[src/pwc_pkg.sv]
package pwc_pkg;

    localparam int unsigned CNT_W       = 8;
    localparam int unsigned TIME_OUT_W  = 32;
    localparam int unsigned INCR_W      = 8;

    localparam logic [CNT_W-1:0]  CNT_MAX    = '1;
    localparam logic [INCR_W-1:0] INCR_RESET = 8'd8;

    typedef enum logic {
        FUNC_TICK = 1'b0,
        FUNC_READ = 1'b1
    } t_func;

    typedef struct packed {
        t_func func;
        logic  pin_level;
    } t_item;

    // packed so the first field lands in the high bits
    typedef struct packed {
        logic [CNT_W-1:0]      overflow_count;
        logic [TIME_OUT_W-1:0] time_ms;
        logic [CNT_W-1:0]      ticks_since_fall;
        logic [CNT_W-1:0]      pulse_ticks;
    } t_result;

    localparam int unsigned RESULT_W = $bits(t_result);

    function automatic logic [CNT_W-1:0] sat_inc(input logic [CNT_W-1:0] v);
        sat_inc = (v == CNT_MAX) ? v : v + CNT_W'(1);
    endfunction

endpackage

[src/pwc_state.sv]
module pwc_state
    import pwc_pkg::*;
#(
    parameter int unsigned TIME_WIDTH = 32
) (
    input  logic              i_clk,
    input  logic              i_rst_n,
    input  logic              i_step,
    input  t_item             i_item,
    input  logic [INCR_W-1:0] i_incr,
    output t_result           o_result
);

    logic [TIME_WIDTH-1:0] r_elapsed, n_elapsed;
    logic                  r_level, n_level;
    logic [CNT_W-1:0]      r_run, n_run;
    logic [CNT_W-1:0]      r_capt, n_capt;
    logic [CNT_W-1:0]      r_since, n_since;
    logic [CNT_W-1:0]      r_lost, n_lost;
    logic [CNT_W-1:0]      w_pulse;
    logic [63:0]           w_time_ext;

    always_comb begin
        n_elapsed = r_elapsed;
        n_level   = r_level;
        n_run     = r_run;
        n_capt    = r_capt;
        n_since   = r_since;
        n_lost    = r_lost;
        w_pulse   = '0;
        case (i_item.func)
            FUNC_TICK: begin
                n_elapsed = r_elapsed + TIME_WIDTH'(i_incr);
                n_since   = sat_inc(r_since);
                if (i_item.pin_level) begin
                    n_level = 1'b1;
                    n_run   = r_level ? sat_inc(r_run) : CNT_W'(1);
                end else if (r_level) begin
                    // falling edge: capture, count a capture lost unread
                    if (r_capt != '0) begin
                        n_lost = sat_inc(r_lost);
                    end
                    n_level = 1'b0;
                    n_since = '0;
                    n_capt  = r_run;
                end
            end
            FUNC_READ: begin
                w_pulse = r_capt;
                n_capt  = '0;
            end
            default: begin
                w_pulse = '0;
            end
        endcase
    end

    assign w_time_ext = 64'(n_elapsed);

    always_comb begin
        o_result.pulse_ticks      = w_pulse;
        o_result.ticks_since_fall = n_since;
        o_result.time_ms          = w_time_ext[TIME_OUT_W-1:0];
        o_result.overflow_count   = n_lost;
    end

    always_ff @(posedge i_clk) begin
        if (!i_rst_n) begin
            r_elapsed <= '0;
            r_level   <= 1'b0;
            r_run     <= '0;
            r_capt    <= '0;
            r_since   <= '0;
            r_lost    <= '0;
        end else if (i_step) begin
            r_elapsed <= n_elapsed;
            r_level   <= n_level;
            r_run     <= n_run;
            r_capt    <= n_capt;
            r_since   <= n_since;
            r_lost    <= n_lost;
        end
    end

endmodule

[src/pulse_width_capture_core.sv]
// Channel   Dir  Handshake                     Payload
// s_axis    in   s_axis_tvalid/s_axis_tready   tdata: pin_level; tuser: func
// m_axis    out  m_axis_tvalid/m_axis_tready   tdata: pulse_ticks, ticks_since_fall,
//                                              time_ms, overflow_count
// cfg       in   i_cfg_we (no wait)            i_cfg_wdata: tick_increment_ms
//
// One item per cycle sustained while the output is not stalled; an accepted item
// passes the input register, then the state update into the result register.
// Reset (synchronous, active low) clears all counters and sets the increment to 8.
// A stalled output holds its result; the input register keeps taking items
// as long as the result register can move on.
module pulse_width_capture_core
    import pwc_pkg::*;
#(
    parameter int unsigned TIME_WIDTH = 32
) (
    input  logic                i_clk,
    input  logic                i_rst_n,
    input  logic                i_cfg_we,
    input  logic [INCR_W-1:0]   i_cfg_wdata,
    input  logic                s_axis_tvalid,
    output logic                s_axis_tready,
    input  logic [7:0]          s_axis_tdata,   // [0] pin_level, [7:1] zero
    input  logic [0:0]          s_axis_tuser,   // [0] func
    output logic                m_axis_tvalid,
    input  logic                m_axis_tready,
    // [7:0] pulse_ticks, [15:8] ticks_since_fall, [47:16] time_ms,
    // [55:48] overflow_count
    output logic [RESULT_W-1:0] m_axis_tdata
);

    logic [INCR_W-1:0] r_incr;
    logic              r_in_valid;
    t_item             r_in;
    logic              r_out_valid;
    t_result           r_result;
    t_result           w_result;
    logic              w_advance;
    logic              w_load;

    assign w_advance     = !r_out_valid || m_axis_tready;
    assign w_load        = r_in_valid && w_advance;
    assign s_axis_tready = !r_in_valid || w_advance;
    assign m_axis_tvalid = r_out_valid;
    assign m_axis_tdata  = r_result;

    always_ff @(posedge i_clk) begin
        if (!i_rst_n) begin
            r_incr <= INCR_RESET;
        end else if (i_cfg_we) begin
            r_incr <= i_cfg_wdata;
        end
    end

    always_ff @(posedge i_clk) begin
        if (!i_rst_n) begin
            r_in_valid <= 1'b0;
        end else if (s_axis_tready) begin
            r_in_valid <= s_axis_tvalid;
        end
    end

    always_ff @(posedge i_clk) begin
        if (s_axis_tvalid && s_axis_tready) begin
            r_in.func      <= t_func'(s_axis_tuser[0]);
            r_in.pin_level <= s_axis_tdata[0];
        end
    end

    pwc_state #(
        .TIME_WIDTH (TIME_WIDTH)
    ) u_state (
        .i_clk    (i_clk),
        .i_rst_n  (i_rst_n),
        .i_step   (w_load),
        .i_item   (r_in),
        .i_incr   (r_incr),
        .o_result (w_result)
    );

    always_ff @(posedge i_clk) begin
        if (!i_rst_n) begin
            r_out_valid <= 1'b0;
        end else if (w_advance) begin
            r_out_valid <= r_in_valid;
        end
    end

    always_ff @(posedge i_clk) begin
        if (w_load) begin
            r_result <= w_result;
        end
    end

    a_ready_when_empty: assert property (@(posedge i_clk) disable iff (!i_rst_n)
        !r_in_valid |-> s_axis_tready)
        else $error("input register empty but not ready");

    a_tick_no_pulse: assert property (@(posedge i_clk) disable iff (!i_rst_n)
        (r_in_valid && r_in.func == FUNC_TICK) |-> (w_result.pulse_ticks == '0))
        else $error("tick item shows a captured pulse");

    a_lost_monotonic: assert property (@(posedge i_clk) disable iff (!i_rst_n)
        (r_out_valid && w_load) |=>
            (r_result.overflow_count >= $past(r_result.overflow_count)))
        else $error("lost-capture count went down");

endmodule

[config.mk]
export PLATFORM = sky130hd
export DESIGN_NAME = pulse_width_capture_core
export DESIGN_NICKNAME = d
export VERILOG_FILES = /design/src/pwc_pkg.sv /design/src/pwc_state.sv /design/src/pulse_width_capture_core.sv
export SDC_FILE = /design/constraint.sdc
export NUM_CORES = 1
export LEC_CHECK = 0
export BUFFER_PORTS_ARGS = -buffer_cell sky130_fd_sc_hd__buf_2
export CORE_ASPECT_RATIO = 1.25
export CORE_MARGIN = 2
export CORE_UTILIZATION = 45
export CTS_BUF_LIST = sky130_fd_sc_hd__clkbuf_8
export CTS_CLUSTER_SIZE = 16
export DETAILED_ROUTE_END_ITERATION = 10
export HOLD_SLACK_MARGIN = 0.05
export SKIP_LAST_GASP = 1
export SYNTH_ARGS = -nofsm -noshare
export SYNTH_HDL_FRONTEND = slang
export SYNTH_SLANG_ARGS = --single-unit
[constraint.sdc]
create_clock -name i_clk -period 3.85 [get_ports i_clk]
set_input_delay 0.77 -clock i_clk [delete_from_list [all_inputs] [get_ports i_clk]]
set_output_delay 0.77 -clock i_clk [all_outputs]
set_load 0.005 [all_outputs]
==> metrics <==
chip height=137 microns; number of I/O port buffers=72; Critical Path Source Type=register; ratio of cells with drive above 1 in the final layout=0.187; hpwl dp=9560 microns; clock-pin slew on the worst setup and hold paths=0.08 ns; Setup-failing EPs final=0; sw frac=0.231; ANT cells=0; Final Max Tran Viols=0; Flop pwr share=0.526; Worst setup EP type=register; Yosys cell types=62; DR WL met3=605 microns; max-cap check violation count=0; CTS max path bufs=2; WP data arrival=3.02 ns; initial antenna violation count=0; Synth top area share=0.273; largest net degree at the start of global routing=35; routability cong.=around 0.87; initial core utilization=0.460; most common cell in the netlist=nand2_1; count of nets after finishing=~750; Final Hold Slack=0.468 ns; Metal-1 WL=6060 microns; HP Class=register to register; Final TNS setup=0 ns; Post-Route WL=13800 microns; Worst Path Max Fanout=21; Post-synth EDFFs=58; Worst Skew=0.00840 ns; WL/cell=~15 microns; worst slew pin tran=0.852 ns; Cells after DPL=870; top post-synthesis cells by count=nand2_1, dfxtp_1, edfxtp_1, nor2_1, a21oi_1; Comb power frac=0.055; Starting DRT DRC Count=281; top cells by area, synth=edfxtp_1, dfxtp_1, nand2_1; cell-internal power=2.24 mW; DRC=0; first-pass GRT wire length=23000 microns; Yosys warnings=0; status=finished clean; Leak Pwr=~2.8 nW; CORE AREA=about 14000 sq um; clock sinks=133; CTS tree=done; period utilisation layout=0.699; Area Overhead vs Synth=14.9%; Resize count post-CTS=0; main flop type after synthesis=dfxtp_1; syn nets=slightly below 700; Post-Place Cell Area=6920 sq um; Root Buffer=clkbuf_8; ys async rst share=0; Slew HR=0.427; P_sw=0.671 mW; fmax=372 MHz; final cell count without fillers=902; WS Path Type=register to register; WP data required=4.18 ns; Yosys top cell by area=edfxtp_1; pwr dens=397 nW/um^2; hold_buf cts=0; Syn Std Cell Area=6390 sq um; utilization after layout=0.529; Clk pwr share=0.419; Setup Slack @ Placement=1.16 ns; CTS H-Tree Depth=4; Pwr Total=2.91 mW; grt ovf=0; vias in the first global route=4746; final instance area=7340 sq um; # IOs=80; Via density=5.56; post-synthesis sequential element count=between 100 and 150; Post-CTS Setup Inserts=0; routed via count=between 5000 and 6000; Mean Syn Cell Area=9.92 sq um; DIE AREA=between 15000 and 20000 sq um; num rows=48; Peak supply drop=between 0.2 and 0.25 mV; First-pass DRT Iterations=5; register area share after synthesis=0.508; die width=111 microns; Post-DRT Antenna Nets=0; GR Util All Layers=0.187; RSZ-0062 raised after global routing=no; Gate Count Post-Synth=644; Final Hold Viols=0; fin worst setup slack=~1.2 ns; crit path time final=between 2 and 3 ns; Met2 Wirelength=about 7000 microns; CTS buffer count=17; worst skew pair latency=0.44 ns; top layer in use=met4
==> per-layer routing <==
layer,up-vias,GRT usage
met5,-,0
met2,116,0.328
met4,0,0.0667
met1,2392,0.226
li1,2485,-
met3,22,0.0453
==> layout by cell type (no fill, tap or decap), types with 10 or more instances in the layout <==
master    instances
nand2_1          80
dfxtp_1          75
buf_2            72
edfxtp_1         58
nor2_1           41
a21oi_1          39
nand3_1          38
o21ai_0          25
xnor2_1          24
xor2_1           20
nor3_1           19
mux2i_1          19
clkbuf_8         19
nand4_1          15
and3_1           14
nand2b_1         14
and2_1           12
or4_1            11
ha_1             11
buf_4            11
or3_1            10
==> path summary, 6_finish.rpt <==
check | startpoint | to | slack [ns] | cells past startpoint
max reg2reg | r_in[1] | u_state.r_run[5] | 1.16 | 6
min | u_state.r_capt[0] | u_state.r_capt[0] | 0.47 | 2
min reg2reg | u_state.r_capt[0] | u_state.r_capt[0] | 0.47 | 2
max | r_in[1] | u_state.r_run[5] | 1.16 | 6
==> worst max-delay path, cell delays in order, from the launching register on <==
cell and delay, ns:
edfxtp_1 0.67, inv_1 0.48, nand3_1 0.13, buf_4 0.23, o31ai_1 0.71, nor2_1 0.08, mux2_2 0.28
==> sequential cells by signal, summed over array words and instances (netlist names) <==
register,cells
r_incr,8
m_axis_tdata,56
u_state.r_since,8
u_state.r_lost,8
u_state.r_level,1
m_axis_tvalid,1
u_state.r_run,8
r_in,2
r_in_valid,1
u_state.r_elapsed,32
u_state.r_capt,8
==> final cells by class <==
type	instances	area [sq um]
clock inverters	13	155
repair buffers	83	443
fillers	1243	6540
well taps	175	219
flip-flops and latches	133	3240
inverters	8	30.0
clock buffers	19	262
multi-input cells	471	2990
==> kinds of logic (layout without fill, tap and decap cells) <==
kind of cell               count (synthesis)  after routing  share of synthesized area
buffers and inverters                     40            123                     0.0249
DFF                                      133            133                      0.508
adders and majority gates                 12             12                     0.0247
and+or+nand+nor                          277            277                      0.229
muxes                                     26             26                     0.0421
AOI/OAI and AO/OA                        112            112                      0.112
xor gates and xnor gates                  44             44                     0.0603
==> power by group through the flow <==
stage	registers [mW]	clock network, mW	logic (mW)
2_1_floorplan	1.56	0	0.0934
3_3_place_gp	1.56	0	0.159
3_5_place_dp	1.56	0	0.162
4_1_cts	1.53	1.24	0.163
5_1_grt	1.54	1.30	0.180
6_report	1.53	1.22	0.161
Power figures use the tool's default switching activity.
